$ cat src/rtl/webm_cluster_block_framer_macros.svh
// assertion macros shared by the framer rtl
`ifndef WEBM_CLUSTER_BLOCK_FRAMER_MACROS_SVH
`define WEBM_CLUSTER_BLOCK_FRAMER_MACROS_SVH

`ifndef SYNTH
// checked on every rising edge outside reset
`define WCBF_ASSERT(label, prop, msg) \
  label: assert property (@(posedge clk_i) disable iff (!rst_ni) prop) \
    else $error(msg);
// checked on every rising edge, reset included
`define WCBF_ASSERT_ALWAYS(label, prop, msg) \
  label: assert property (@(posedge clk_i) prop) \
    else $error(msg);
`else
`define WCBF_ASSERT(label, prop, msg)
`define WCBF_ASSERT_ALWAYS(label, prop, msg)
`endif

`endif

$ cat src/rtl/wcbf_pkg.sv
package wcbf_pkg;

  // input op codes
  localparam logic OP_ADD   = 1'b0;
  localparam logic OP_FLUSH = 1'b1;

  // result kinds
  localparam logic KIND_CLOSE = 1'b0;
  localparam logic KIND_BLOCK = 1'b1;

  // configuration register indexes
  localparam int unsigned CFG_IDX_W = 2;
  localparam logic [CFG_IDX_W-1:0] CFG_MAX_CLUSTER_MS = 2'd0;
  localparam logic [CFG_IDX_W-1:0] CFG_VIDEO_TRACK    = 2'd1;
  localparam logic [CFG_IDX_W-1:0] CFG_MIN_BPS        = 2'd2;

  // configuration reset values
  localparam logic [14:0] MAX_CLUSTER_MS_RESET = 15'd1000;
  localparam logic [6:0]  VIDEO_TRACK_RESET    = 7'd1;

  // framing constants
  localparam int unsigned   MIN_DUR_MS      = 20;
  localparam logic [10:0]   MS_PER_SEC      = 11'd1000;
  localparam int unsigned   PAD_SLACK       = 16;
  localparam int unsigned   BLOCK_HDR_BYTES = 4;
  localparam logic [62:0]   WANT_CAP        = 63'h4000_0000_0000_0000;

  typedef enum logic [3:0] {
    ST_IDLE,
    ST_CLAMP,
    ST_DECIDE,
    ST_MUL,
    ST_DIV,
    ST_PAD,
    ST_PADLEN,
    ST_PADADD,
    ST_REPORT,
    ST_BLOCK
  } wcbf_state_e;

  // shortest ebml vint length whose all-ones code lies above n
  function automatic logic [3:0] vint_len(logic [31:0] n);
    logic [3:0] len;
    len = 4'd1;
    for (int i = 1; i < 8; i++) begin
      if ({32'd0, n} >= ((64'd1 << (7 * i)) - 64'd1)) begin
        len = 4'(i + 1);
      end
    end
    return len;
  endfunction

endpackage

$ cat src/rtl/webm_cluster_block_framer.sv
// WebM cluster / SimpleBlock framer. Each input transfer is either a block
// descriptor (op 0) or a flush of the open cluster (op 1). Block times are
// clamped so they never run backwards; an open cluster is closed ahead of a
// block on a video-track keyframe or once its age reaches max_cluster_ms.
// A close first sizes a Void pad, when min_bytes_per_sec is nonzero, so
// that the body meets that rate (duration at least 20 ms, 16 bytes slack),
// then sends a close report (kind 0); a block then sends its SimpleBlock
// header fields (kind 1). last marks the final result of an input transfer;
// a flush with no open cluster gives no result. Timing: the block takes one
// item at a time and holds in_stall_o high while it works. A close with
// padding runs the bit-serial shift-add multiplier (TIME_BITS steps) and the
// bit-serial restoring divide by 1000 (32 + TIME_BITS steps), which share
// one product register, then the pad sizing states PAD, PADLEN and PADADD,
// and then the report. A result waiting in the output register does not
// stop the next item from being accepted.
// No clearing pass follows reset. Configuration must be written only while
// idle; the block itself does not enforce this.
`include "webm_cluster_block_framer_macros.svh"

module webm_cluster_block_framer #(
  parameter int unsigned TIME_BITS = 40,
  parameter int unsigned BODY_BITS = 32
) (
  input  logic        clk_i,
  input  logic        rst_ni,
  // configuration writes
  input  logic        cfg_we_i,
  input  logic [1:0]  cfg_index_i,
  input  logic [31:0] cfg_wdata_i,
  // input channel
  input  logic        in_valid_i,
  output logic        in_stall_o,
  input  logic        in_op_i,
  input  logic [6:0]  in_track_i,
  input  logic [39:0] in_time_ms_i,
  input  logic        in_keyframe_i,
  input  logic [23:0] in_payload_bytes_i,
  // result channel
  output logic        out_valid_o,
  input  logic        out_stall_i,
  output logic        out_kind_o,
  output logic [39:0] out_cluster_time_o,
  output logic        out_cluster_key_o,
  output logic [31:0] out_pad_bytes_o,
  output logic [3:0]  out_pad_size_len_o,
  output logic [31:0] out_cluster_body_bytes_o,
  output logic [6:0]  out_block_track_o,
  output logic signed [15:0] out_rel_time_o,
  output logic        out_block_key_o,
  output logic [24:0] out_block_size_o,
  output logic [3:0]  out_block_size_len_o,
  output logic        out_last_o
);

  import wcbf_pkg::*;

  // product register holds multiplier, then product, then quotient
  localparam int unsigned PW   = 32 + TIME_BITS;
  localparam int unsigned CW   = $clog2(PW);
  // body sums need room for a 33-bit pad increment
  localparam int unsigned SUMW = ((BODY_BITS > 33) ? BODY_BITS : 33) + 1;

  // ---------------------------------------------------------------------
  // state
  // ---------------------------------------------------------------------
  wcbf_state_e state_q, state_d;

  // configuration
  logic [14:0] max_ms_q;
  logic [6:0]  vtrack_q;
  logic [31:0] min_bps_q;

  // cluster and stream state
  logic                 cluster_open_q;
  logic [TIME_BITS-1:0] start_q;
  logic                 starts_key_q;
  logic [TIME_BITS-1:0] latest_q;
  logic [BODY_BITS-1:0] body_q;

  // latched item
  logic                 op_q;
  logic [6:0]           track_q;
  logic [TIME_BITS-1:0] t_q;
  logic                 key_q;
  logic [23:0]          payload_q;
  logic                 vkey_q;

  // padding datapath
  logic [PW-1:0] p_q;
  logic [9:0]    rem_q;
  logic [CW-1:0] cnt_q;
  logic [31:0]   pad_q;
  logic [3:0]    plen_q;
  logic          pad_hit_q;

  // output register
  logic        out_valid_q;
  logic        out_kind_q;
  logic [39:0] out_ctime_q;
  logic        out_ckey_q;
  logic [31:0] out_pad_q;
  logic [3:0]  out_plen_q;
  logic [31:0] out_body_q;
  logic [6:0]  out_track_q;
  logic [15:0] out_rel_q;
  logic        out_bkey_q;
  logic [24:0] out_bsize_q;
  logic [3:0]  out_blen_q;
  logic        out_last_q;

  // ---------------------------------------------------------------------
  // handshakes
  // ---------------------------------------------------------------------
  logic in_xfer;
  logic out_free;
  logic close_start;
  logic load_report;
  logic load_block;

  assign in_xfer  = in_valid_i && !in_stall_o;
  // output register can take a result when empty or emptying this cycle
  assign out_free = !out_valid_q || !out_stall_i;

  // ---------------------------------------------------------------------
  // combinational datapath
  // ---------------------------------------------------------------------
  logic [63:0]          time64;
  logic [TIME_BITS-1:0] in_t;
  logic [TIME_BITS-1:0] t_clamped;
  logic [TIME_BITS-1:0] age;
  logic                 vkey_c;
  logic                 close_now;
  logic                 pad_en;

  assign time64    = 64'(in_time_ms_i);
  // time is taken modulo 2^TIME_BITS
  assign in_t      = time64[TIME_BITS-1:0];
  assign t_clamped = (t_q < latest_q) ? latest_q : t_q;
  assign age       = t_q - start_q;
  assign vkey_c    = (track_q == vtrack_q) && key_q;
  assign close_now = cluster_open_q && (vkey_c || (age >= TIME_BITS'(max_ms_q)));
  assign pad_en    = (min_bps_q != 32'd0);

  // cluster duration for padding, floored at the minimum
  logic [TIME_BITS-1:0] dur;
  logic [TIME_BITS-1:0] dur_fl;

  assign dur    = latest_q - start_q;
  assign dur_fl = (dur < TIME_BITS'(MIN_DUR_MS)) ? TIME_BITS'(MIN_DUR_MS) : dur;

  // one shift-add step of rate * duration
  logic [32:0] mul_sum;

  assign mul_sum = {1'b0, p_q[PW-1:TIME_BITS]} + (p_q[0] ? {1'b0, min_bps_q} : 33'd0);

  // one restoring step of the divide by 1000
  logic [10:0] div_t;
  logic        div_ge;
  logic [10:0] div_sub;

  assign div_t   = {rem_q, p_q[PW-1]};
  assign div_ge  = (div_t >= MS_PER_SEC);
  assign div_sub = div_t - MS_PER_SEC;

  // wanted body bytes and pad size
  logic [62:0] want;
  logic [63:0] want64;
  logic [63:0] body_slack;
  logic [63:0] pad_diff;
  logic        pad_hit_c;
  logic [31:0] pad_sat;

  assign want       = (|p_q[PW-1:62]) ? WANT_CAP : p_q[62:0];
  assign want64     = {1'b0, want};
  assign body_slack = 64'(body_q) + 64'(PAD_SLACK);
  assign pad_hit_c  = (body_slack < want64);
  assign pad_diff   = want64 - body_slack;
  assign pad_sat    = (|pad_diff[63:32]) ? 32'hFFFF_FFFF : pad_diff[31:0];

  // body grows by the Void element: id byte, size vint, pad bytes
  logic [SUMW-1:0]      pad_body_sum;
  logic [BODY_BITS-1:0] pad_body_next;

  assign pad_body_sum  = SUMW'(body_q) + SUMW'(pad_q) + SUMW'(plen_q) + SUMW'(1);
  assign pad_body_next = (|pad_body_sum[SUMW-1:BODY_BITS]) ? {BODY_BITS{1'b1}}
                                                           : pad_body_sum[BODY_BITS-1:0];

  // SimpleBlock header fields and body growth
  logic [24:0]          bsize;
  logic [3:0]           blen;
  logic [BODY_BITS-1:0] blk_base;
  logic [SUMW-1:0]      blk_body_sum;
  logic [BODY_BITS-1:0] blk_body_next;
  logic [TIME_BITS-1:0] blk_start;
  logic [TIME_BITS-1:0] blk_rel;

  assign bsize         = 25'(payload_q) + 25'(BLOCK_HDR_BYTES);
  assign blen          = vint_len(32'(bsize));
  // a closed or never opened cluster starts at this block
  assign blk_base      = cluster_open_q ? body_q : '0;
  assign blk_start     = cluster_open_q ? start_q : t_q;
  assign blk_rel       = t_q - blk_start;
  assign blk_body_sum  = SUMW'(blk_base) + SUMW'(bsize) + SUMW'(blen) + SUMW'(1);
  assign blk_body_next = (|blk_body_sum[SUMW-1:BODY_BITS]) ? {BODY_BITS{1'b1}}
                                                           : blk_body_sum[BODY_BITS-1:0];

  // close report views of the stored state
  logic [63:0] start64;
  logic [63:0] body64;

  assign start64 = 64'(start_q);
  assign body64  = 64'(body_q);

  // ---------------------------------------------------------------------
  // sequencer: next state
  // ---------------------------------------------------------------------
  always_comb begin
    state_d = state_q;
    unique case (state_q)
      ST_IDLE: begin
        if (in_xfer) begin
          if (in_op_i == OP_FLUSH) begin
            if (cluster_open_q) begin
              state_d = pad_en ? ST_MUL : ST_REPORT;
            end
          end else begin
            state_d = ST_CLAMP;
          end
        end
      end
      ST_CLAMP:  state_d = ST_DECIDE;
      ST_DECIDE: begin
        if (close_now) begin
          state_d = pad_en ? ST_MUL : ST_REPORT;
        end else begin
          state_d = ST_BLOCK;
        end
      end
      ST_MUL: begin
        if (cnt_q == '0) begin
          state_d = ST_DIV;
        end
      end
      ST_DIV: begin
        if (cnt_q == '0) begin
          state_d = ST_PAD;
        end
      end
      ST_PAD:    state_d = ST_PADLEN;
      ST_PADLEN: state_d = ST_PADADD;
      ST_PADADD: state_d = ST_REPORT;
      ST_REPORT: begin
        if (out_free) begin
          state_d = (op_q == OP_FLUSH) ? ST_IDLE : ST_BLOCK;
        end
      end
      ST_BLOCK: begin
        if (out_free) begin
          state_d = ST_IDLE;
        end
      end
      default: state_d = ST_IDLE;
    endcase
  end

  // ---------------------------------------------------------------------
  // sequencer: control outputs
  // ---------------------------------------------------------------------
  always_comb begin
    in_stall_o  = (state_q != ST_IDLE);
    close_start = ((state_q == ST_IDLE) && in_xfer && (in_op_i == OP_FLUSH) &&
                   cluster_open_q) ||
                  ((state_q == ST_DECIDE) && close_now);
    load_report = (state_q == ST_REPORT) && out_free;
    load_block  = (state_q == ST_BLOCK) && out_free;
  end

  // ---------------------------------------------------------------------
  // control and cluster registers
  // ---------------------------------------------------------------------
  always_ff @(posedge clk_i or negedge rst_ni) begin
    if (!rst_ni) begin
      state_q        <= ST_IDLE;
      max_ms_q       <= MAX_CLUSTER_MS_RESET;
      vtrack_q       <= VIDEO_TRACK_RESET;
      min_bps_q      <= '0;
      cluster_open_q <= 1'b0;
      start_q        <= '0;
      starts_key_q   <= 1'b0;
      latest_q       <= '0;
      body_q         <= '0;
      cnt_q          <= '0;
      out_valid_q    <= 1'b0;
    end else begin
      state_q <= state_d;

      if (cfg_we_i) begin
        unique case (cfg_index_i)
          CFG_MAX_CLUSTER_MS: max_ms_q  <= cfg_wdata_i[14:0];
          CFG_VIDEO_TRACK:    vtrack_q  <= cfg_wdata_i[6:0];
          CFG_MIN_BPS:        min_bps_q <= cfg_wdata_i;
          default: ;
        endcase
      end

      // time never runs backwards
      if (state_q == ST_CLAMP) begin
        latest_q <= t_clamped;
      end

      // bit counter for multiply then divide
      if (close_start) begin
        cnt_q <= CW'(TIME_BITS - 1);
      end else if (state_q == ST_MUL) begin
        cnt_q <= (cnt_q == '0) ? CW'(PW - 1) : cnt_q - CW'(1);
      end else if (state_q == ST_DIV) begin
        cnt_q <= cnt_q - CW'(1);
      end

      if ((state_q == ST_PADADD) && pad_hit_q) begin
        body_q <= pad_body_next;
      end

      // close report empties the cluster
      if (load_report) begin
        cluster_open_q <= 1'b0;
        starts_key_q   <= 1'b0;
        start_q        <= '0;
        body_q         <= '0;
      end

      if (load_block) begin
        if (!cluster_open_q) begin
          cluster_open_q <= 1'b1;
          start_q        <= t_q;
          starts_key_q   <= vkey_q;
        end
        body_q <= blk_body_next;
      end

      if (load_report || load_block) begin
        out_valid_q <= 1'b1;
      end else if (!out_stall_i) begin
        out_valid_q <= 1'b0;
      end
    end
  end

  // ---------------------------------------------------------------------
  // payload registers
  // ---------------------------------------------------------------------
  always_ff @(posedge clk_i) begin
    if (in_xfer) begin
      op_q      <= in_op_i;
      track_q   <= in_track_i;
      t_q       <= in_t;
      key_q     <= in_keyframe_i;
      payload_q <= in_payload_bytes_i;
    end else if (state_q == ST_CLAMP) begin
      t_q <= t_clamped;
    end

    if (state_q == ST_DECIDE) begin
      vkey_q <= vkey_c;
    end

    if (close_start) begin
      p_q       <= {32'd0, dur_fl};
      rem_q     <= '0;
      pad_q     <= '0;
      plen_q    <= '0;
      pad_hit_q <= 1'b0;
    end else if (state_q == ST_MUL) begin
      p_q <= {mul_sum, p_q[TIME_BITS-1:1]};
    end else if (state_q == ST_DIV) begin
      // dividend bits leave at the top, quotient bits enter at the bottom
      p_q   <= {p_q[PW-2:0], div_ge};
      rem_q <= div_ge ? div_sub[9:0] : div_t[9:0];
    end else if (state_q == ST_PAD) begin
      pad_hit_q <= pad_hit_c;
      pad_q     <= pad_hit_c ? pad_sat : 32'd0;
    end else if (state_q == ST_PADLEN) begin
      plen_q <= pad_hit_q ? vint_len(pad_q) : 4'd0;
    end

    if (load_report) begin
      out_kind_q  <= KIND_CLOSE;
      out_ctime_q <= start64[39:0];
      out_ckey_q  <= starts_key_q;
      out_pad_q   <= pad_q;
      out_plen_q  <= plen_q;
      out_body_q  <= (|body64[63:32]) ? 32'hFFFF_FFFF : body64[31:0];
      out_track_q <= '0;
      out_rel_q   <= '0;
      out_bkey_q  <= 1'b0;
      out_bsize_q <= '0;
      out_blen_q  <= '0;
      out_last_q  <= (op_q == OP_FLUSH);
    end else if (load_block) begin
      out_kind_q  <= KIND_BLOCK;
      out_ctime_q <= '0;
      out_ckey_q  <= 1'b0;
      out_pad_q   <= '0;
      out_plen_q  <= '0;
      out_body_q  <= '0;
      out_track_q <= track_q;
      out_rel_q   <= blk_rel[15:0];
      out_bkey_q  <= key_q;
      out_bsize_q <= bsize;
      out_blen_q  <= blen;
      out_last_q  <= 1'b1;
    end
  end

  // ---------------------------------------------------------------------
  // outputs
  // ---------------------------------------------------------------------
  assign out_valid_o              = out_valid_q;
  assign out_kind_o               = out_kind_q;
  assign out_cluster_time_o       = out_ctime_q;
  assign out_cluster_key_o        = out_ckey_q;
  assign out_pad_bytes_o          = out_pad_q;
  assign out_pad_size_len_o       = out_plen_q;
  assign out_cluster_body_bytes_o = out_body_q;
  assign out_block_track_o        = out_track_q;
  assign out_rel_time_o           = out_rel_q;
  assign out_block_key_o          = out_bkey_q;
  assign out_block_size_o         = out_bsize_q;
  assign out_block_size_len_o     = out_blen_q;
  assign out_last_o               = out_last_q;

  // ---------------------------------------------------------------------
  // assertions
  // ---------------------------------------------------------------------
  `WCBF_ASSERT_ALWAYS(a_no_result_in_reset, !rst_ni |=> !out_valid_o, "result during reset")
  `WCBF_ASSERT(a_mul_count, (state_q == ST_MUL) |-> (cnt_q < CW'(TIME_BITS)), "mul count")
  `WCBF_ASSERT(a_report_clears, load_report |=> (!cluster_open_q && (body_q == '0)), "close")
  `WCBF_ASSERT(a_block_opens, load_block |=> cluster_open_q, "block left cluster closed")
  `WCBF_ASSERT(a_pad_pair, (out_valid_o && (out_kind_o == KIND_CLOSE)) |-> ((out_pad_bytes_o == 32'd0) == (out_pad_size_len_o == 4'd0)), "pad size")

endmodule

$ cat config.mk
export PLATFORM = sky130hd
export DESIGN_NAME = webm_cluster_block_framer
export DESIGN_NICKNAME = d
export VERILOG_FILES = /design/src/rtl/wcbf_pkg.sv /design/src/rtl/webm_cluster_block_framer.sv
export VERILOG_INCLUDE_DIRS = /design/src /design/src/rtl
export SDC_FILE = /design/constraint.sdc
export NUM_CORES = 2
export LEC_CHECK = 0
export ABC_AREA = 1
export BUFFER_PORTS_ARGS = -buffer_cell sky130_fd_sc_hd__buf_2
export CAP_MARGIN = 40
export CORE_MARGIN = 4
export CORE_UTILIZATION = 50
export CTS_CLUSTER_DIAMETER = 120
export DETAILED_ROUTE_END_ITERATION = 8
export GPL_TIMING_DRIVEN = 1
export PLACE_DENSITY = 0.77
export SLEW_MARGIN = 20
export SYNTH_ARGS = -nofsm -noshare
export SYNTH_HDL_FRONTEND = slang
export SYNTH_SLANG_ARGS = --single-unit
$ cat constraint.sdc
create_clock -name clk_i -period 5.3 [get_ports clk_i]
set_input_delay 0.53 -clock clk_i [delete_from_list [all_inputs] [get_ports clk_i]]
set_output_delay 0.53 -clock clk_i [all_outputs]
set_load 0.02 [all_outputs]
; Word-level counts from Yosys, hierarchy flattened
; Index checks and enable logic that the tools add are counted.
[word_totals]
inputBits = 112
latchBits = 0
mem_count = 0
mem_bits_ro = 0
regBits = 537
ram_bits = 0
[op_classes]
n_lt_le_gt_ge = 12
bitwise_logic = 3
n_shift = 0
eq_ne = 19
n_mux = 64
reduce_logical = 38
mul = 0
div_mod_pow = 0
n_addsub = 15
[op_table]
columns = cell, count
row1 = 40-bit two-way mux, 10
row2 = 32-bit two-way mux, 12
row3 = 72-bit two-way mux, 2
row4 = 40-bit subtractor, 2
row5 = 33-bit by 4-bit adder with 34-bit output, 2
row6 = "34-bit by 1-bit adder with 34-bit output, second input constant", 2
row7 = 32-bit by 32-bit adder with 33-bit output, 2
row8 = 4-bit two-way mux, 16
row9 = 63-bit by 33-bit subtractor with 64-bit output, 1
row10 = 33-bit by 63-bit < comparator with 1-bit output, 1
row11 = 63-bit two-way mux, 1
row12 = 40-bit by 15-bit >= comparator with 1-bit output, 1
row13 = 40-bit < comparator, 1
row14 = "40-bit by 5-bit < comparator with 1-bit output, second input constant", 1
row15 = 4-bit one-hot mux with 10 select lines, 1
row16 = 32-bit by 25-bit adder with 33-bit output, 1
row17 = "32-bit by 5-bit adder with 33-bit output, second input constant", 1
row18 = "32-bit by 14-bit >= comparator with 1-bit output, second input constant", 1
row19 = "32-bit by 21-bit >= comparator with 1-bit output, second input constant", 1
row20 = "32-bit by 28-bit >= comparator with 1-bit output, second input constant", 1
row21 = "32-bit by 7-bit >= comparator with 1-bit output, second input constant", 1
row22 = 32-bit nonzero test, 1
row23 = 32-bit OR reduction, 1
row24 = 7-bit two-way mux, 4
row25 = 39 further kinds, 84

; Logic depth before layout (Yosys ltp)
[logic_depth]
depth_word = 10
mapped_depth = 39
ltp_nobuf = 37

; Worst setup path after synthesis
; Ideal clock, no wire load.
[synth_timing]
kind = register -> register
start = reg payload_q[2]
end = reg body_q[20]
setup_ns = 0.126
t_required_ns = 5.174
period_less_slack_ns = 4.791
path_slack_ns = 0.509
path_stages_with_launch = 29
arrival_time_ns = 4.666
path_cell_list = edfxtp_1 > ha_1 > nand2_1 > nor2_1 > nand3_1 > nor4_1 > nand4_1 > xor2_1 > nand3_1 > nor3_1 > nand2_1 > nand2_1 > a31oi_1 > fa_1 > fa_1 > nand2_1 > o21ai_1 > a21oi_1 > o21ai_1 > nand3_1 > nand3_1 > nand2_1 > nand2_1 > nand3_1 > buf_2 > buf_2 > nand2_1 > a21oi_1 > a21oi_1
[synth_rtl]
columns = element, line_no
row1 = from (decl), webm_cluster_block_framer.sv:85  ; logic [23:0] payload_q;
row2 = from (signal assigned), webm_cluster_block_framer.sv:358  ; payload_q <= in_payload_bytes_i;
row3 = 24-bit by 3-bit adder with 25-bit output (*), webm_cluster_block_framer.sv:197  ; assign bsize = 25'(payload_q) + 25'(BLOCK_HDR_BYTES);
row4 = via bsize[18], webm_cluster_block_framer.sv:189  ; logic [24:0] bsize;
row5 = 25-bit by 21-bit >= comparator with 1-bit output (*), wcbf_pkg.sv:46  ; if ({32'd0, n} >= ((64'd1 << (7 * i)) - 64'd1)) begin
row6 = 3-bit two-way mux (*), wcbf_pkg.sv:46
row7 = via blen[2], webm_cluster_block_framer.sv:190  ; logic [3:0] blen;
row8 = 33-bit by 4-bit adder with 34-bit output (*), webm_cluster_block_framer.sv:203  ; assign blk_body_sum = SUMW'(blk_base) + SUMW'(bsize) + SUMW'(blen) + SUMW'(1);
row9 = 34-bit by 1-bit adder with 34-bit output (*), webm_cluster_block_framer.sv:203
row10 = 2-bit OR reduction, webm_cluster_block_framer.sv:204  ; assign blk_body_next = (|blk_body_sum[SUMW-1:BODY_BITS]) ? {BODY_BITS{1'b1}}
row11 = 32-bit two-way mux (*), webm_cluster_block_framer.sv:204
row12 = 32-bit two-way mux (*), webm_cluster_block_framer.sv:332  ; if (load_block) begin
row13 = to (signal assigned), webm_cluster_block_framer.sv:321  ; body_q <= pad_body_next;
row14 = to (signal assigned), webm_cluster_block_framer.sv:338  ; body_q <= blk_body_next;
row15 = to (decl), webm_cluster_block_framer.sv:78  ; logic [BODY_BITS-1:0] body_q;
; The timed path passes the listed nets; every way through them passes the cells marked *.
; A chain may end at the register's enable or synchronous reset.

; Worst setup path in the final report
[layout_timing]
start = reg body_q[5]
end = reg pad_q[14]
[layout_between]
elab_chain_len = 5
[layout_lines]
columns = element, line_no
row1 = 32-bit by 5-bit adder with 33-bit output (*), webm_cluster_block_framer.sv:175  ; assign body_slack = 64'(body_q) + 64'(PAD_SLACK);
row2 = 63-bit by 33-bit subtractor with 64-bit output, webm_cluster_block_framer.sv:177  ; assign pad_diff = want64 - body_slack;
row3 = 32-bit OR reduction, webm_cluster_block_framer.sv:178  ; assign pad_sat = (|pad_diff[63:32]) ? 32'hFFFF_FFFF : pad_diff[31:0];
row4 = 32-bit two-way mux, webm_cluster_block_framer.sv:178
row5 = 32-bit two-way mux (*), webm_cluster_block_framer.sv:381  ; pad_q <= pad_hit_c ? pad_sat : 32'd0;
row6 = to (signal assigned), webm_cluster_block_framer.sv:381
row7 = to (decl), webm_cluster_block_framer.sv:92  ; logic [31:0] pad_q;
; Every way passes the cells marked *; elsewhere a longest branch is shown, timed or not.

==> results.toml <==
[yosys]
synth_area_um2 = 41800
ys_seq_elements = 534
syn_area_per_cell_um2 = 6.98
synth_most_common_cell = "nand2_1"
synthMuxAreaShare = 0.00458
ys.flop_type = "edfxtp_1"
synth_cells = 5991
synth_top_family_by_area = "simple AND/OR/NAND/NOR gates"
ys_seq_area_frac = 0.331
synth_top_cell_by_area = "edfxtp_1"
synthAdderAreaFrac = 0.103
synth_xor_area_frac = 0.0365
synth_top_area_frac = 0.160
synth-simple-area-share = 0.272
synth-edff-count = 223
async_flop_share = 0.337
synth-compound-area-share = 0.150
synth_area_leaders = "edfxtp_1 16%, nand2_1 13%, dfrtp_1 10%, ha_1 9.8%, inv_1 8.2%"
ys_top_cells_by_count = "1475 x nand2_1, 916 x inv_1, 619 x nor2_1"
ys.warnings.count = 0
ys_types = 64

[sta]
setup_viol = 0
holdWs_ns = 0.0348
rsz0062_at_grt = "yes"
tightest_slew_ns = 0.832
fin_crit_ns = 5.12
slew_viol_final = 0
timing.slew.headroom = 0.445
max_freq_ghz = 0.195
finalHoldViolCount = 0
skew_ns = 0.0234
fin_crit_sh = 0.966

[die]
design.core.area_um2 = 82500
die_h_um = 297
die-area_um2 = 88300
die-width_um = 297
start_util = 0.507
pin_count = 278
rows = 105

[cts]
cts_tree = "done"
path_clk_slew_ns = 0.07
cts-root-buf = "clkbuf_16"
numCtsBuffers = 60
clock_path_buffers = 3
cts_sinks = 534
htreeDepth = 2
clk_latency_ns = 0.67

[setup_path]
worstSetupStartpointType = "flop"
cp_data_arrival_time_ns = 5.66
critPathKind = "reg -> reg"
worstPathMaxFanout = 8
slowest_delay_ns = 0.53
cp_data_required_time_ns = 5.84
cpMaxStageDelayCell = "or4_4"
path_common_cell = "nand2_1"
cp-end-kind = "flop"

[routing]
vias = 41800
totalWireLength_mm = 146
ant_nets = 0
drtPass1Iterations = 6
drc = 0
drt_iter0_markers = 3773
viasPerCell = 5.64
routedWlPerCell_um = 19.7

[grt]
grt_max_degree = 92
grt_overflow_total = 0
first_global_vias = 39200
gr-usage-all-layers = 0.315
grt_pass1_wl_mm = 223
antenna_found_initial = 13

[min_path]
hp-class = "in -> reg"

[place]
gp_congestion = 1.03
dpl.hpwl_mm = 115
portBuffers = 275

[finish]
syn_to_final_growth_pct = 14.1
drive_gt1_frac = 0.121
nets = 6734

[outcome]
status = "complete, no violations"

[job]
maxCapViolations = 0
[sequential cells by signal, indices dropped and copies added (netlist names), 40 cells and up]
register / count
out_cluster_time_o: 40
t_q: 40
latest_q: 40
p_q: 72
start_q: 40
[layout by cell type (no fill, tap or decap), types with 26 or more instances in the layout]
| cell type | count |
|---|---|
| a21oi_1 | 391 |
| buf_2 | 275 |
| buf_4 | 99 |
| clkbuf_16 | 69 |
| dfrtp_1 | 171 |
| dfxtp_1 | 131 |
| edfxtp_1 | 223 |
| ha_1 | 319 |
| inv_1 | 912 |
| nand2_1 | 1447 |
| nand2_2 | 35 |
| nand3_1 | 304 |
| nand3_2 | 26 |
| nand3b_1 | 28 |
| nand4_1 | 67 |
| nor2_1 | 590 |
| nor2_2 | 29 |
| nor3_1 | 65 |
| nor4_1 | 36 |
| o21ai_0 | 475 |
| o21ai_2 | 38 |
| xnor2_1 | 56 |
| xor2_1 | 113 |
[final cells by class]
class                      instances  area [µm²]
fill                            7810       34800
multi-input combinational       4358       24200
sequential                       534       13800
inverter                         934        3510
timing repair buffer             395        2530
clock buffer                      79        1720
tap                             1070        1340
clock inverter                    35         474
antenna                           12        30.0
[through the flow]
step                utilization  area (µm²)  TNS [ns]  setup WS [ns]  cells
floorplan                     -       41800         0          0.509   5992
CTS                       0.566       46700         0         0.0339   7364
finish                    0.578       47700         0          0.181   7417
detailed placement        0.539       44500         0         0.0764   7249
global route              0.578       47700     -4.01         -0.143   7416
global placement          0.538       44400         0          0.177   7246
[worst max-delay path, delay by kind of cell, from the launching register on]
family          cells  cell delay, ns
compound gates      1            0.07
xor+xnor            1            0.17
fa+ha+maj           1            0.40
buf+inv             4            0.61
flops               1            0.39
simple gates       23            3.33
[routing by layer]
metal	wire, µm	vias to the layer above	share of wire	GRT usage
met5	13	-	0.000089	0
met2	69000	1815	0.47	0.534
met4	7210	2	0.049	0.134
met3	10700	373	0.073	0.0434
li1	-	20200	-	-
met1	58900	19400	0.40	0.403
[repair_timing]
item,4_1_cts,5_1_grt
hold buffers,1,0
endpoints found under the hold margin,64,0
endpoints found under the setup margin,0,65
buffers inserted,0,32
gates resized for setup,0,138
[worst paths after layout]
| kind | from | end | slack [ns] | depth (start not counted) |
|---|---|---|---|---|
| worst min register to register | out_block_size_len_o[0] | out_block_size_len_o[0] | 0.46 | 2 |
| worst max-delay path | body_q[5] | pad_q[14] | 0.18 | 30 |
| worst min-delay path | in_payload_bytes_i[18] | payload_q[18] | 0.03 | 1 |
| max in group asynchronous | rst_ni | body_q[6] | 3.58 | 3 |
| worst max register to register | body_q[5] | pad_q[14] | 0.18 | 30 |
| min in group asynchronous | rst_ni | start_q[33] | 0.44 | 2 |
[logic make-up after synthesis]
kind of cell / count (synthesis)
buf+inv: 1100
compound gates: 1128
simple gates: 2698
xor+xnor: 174
fa+ha+maj: 339
mux: 17
other cells: 1
flops: 534
Power is not shown: default switching activity piles up to over one toggle a cycle in this logic, so the estimate is an artifact.
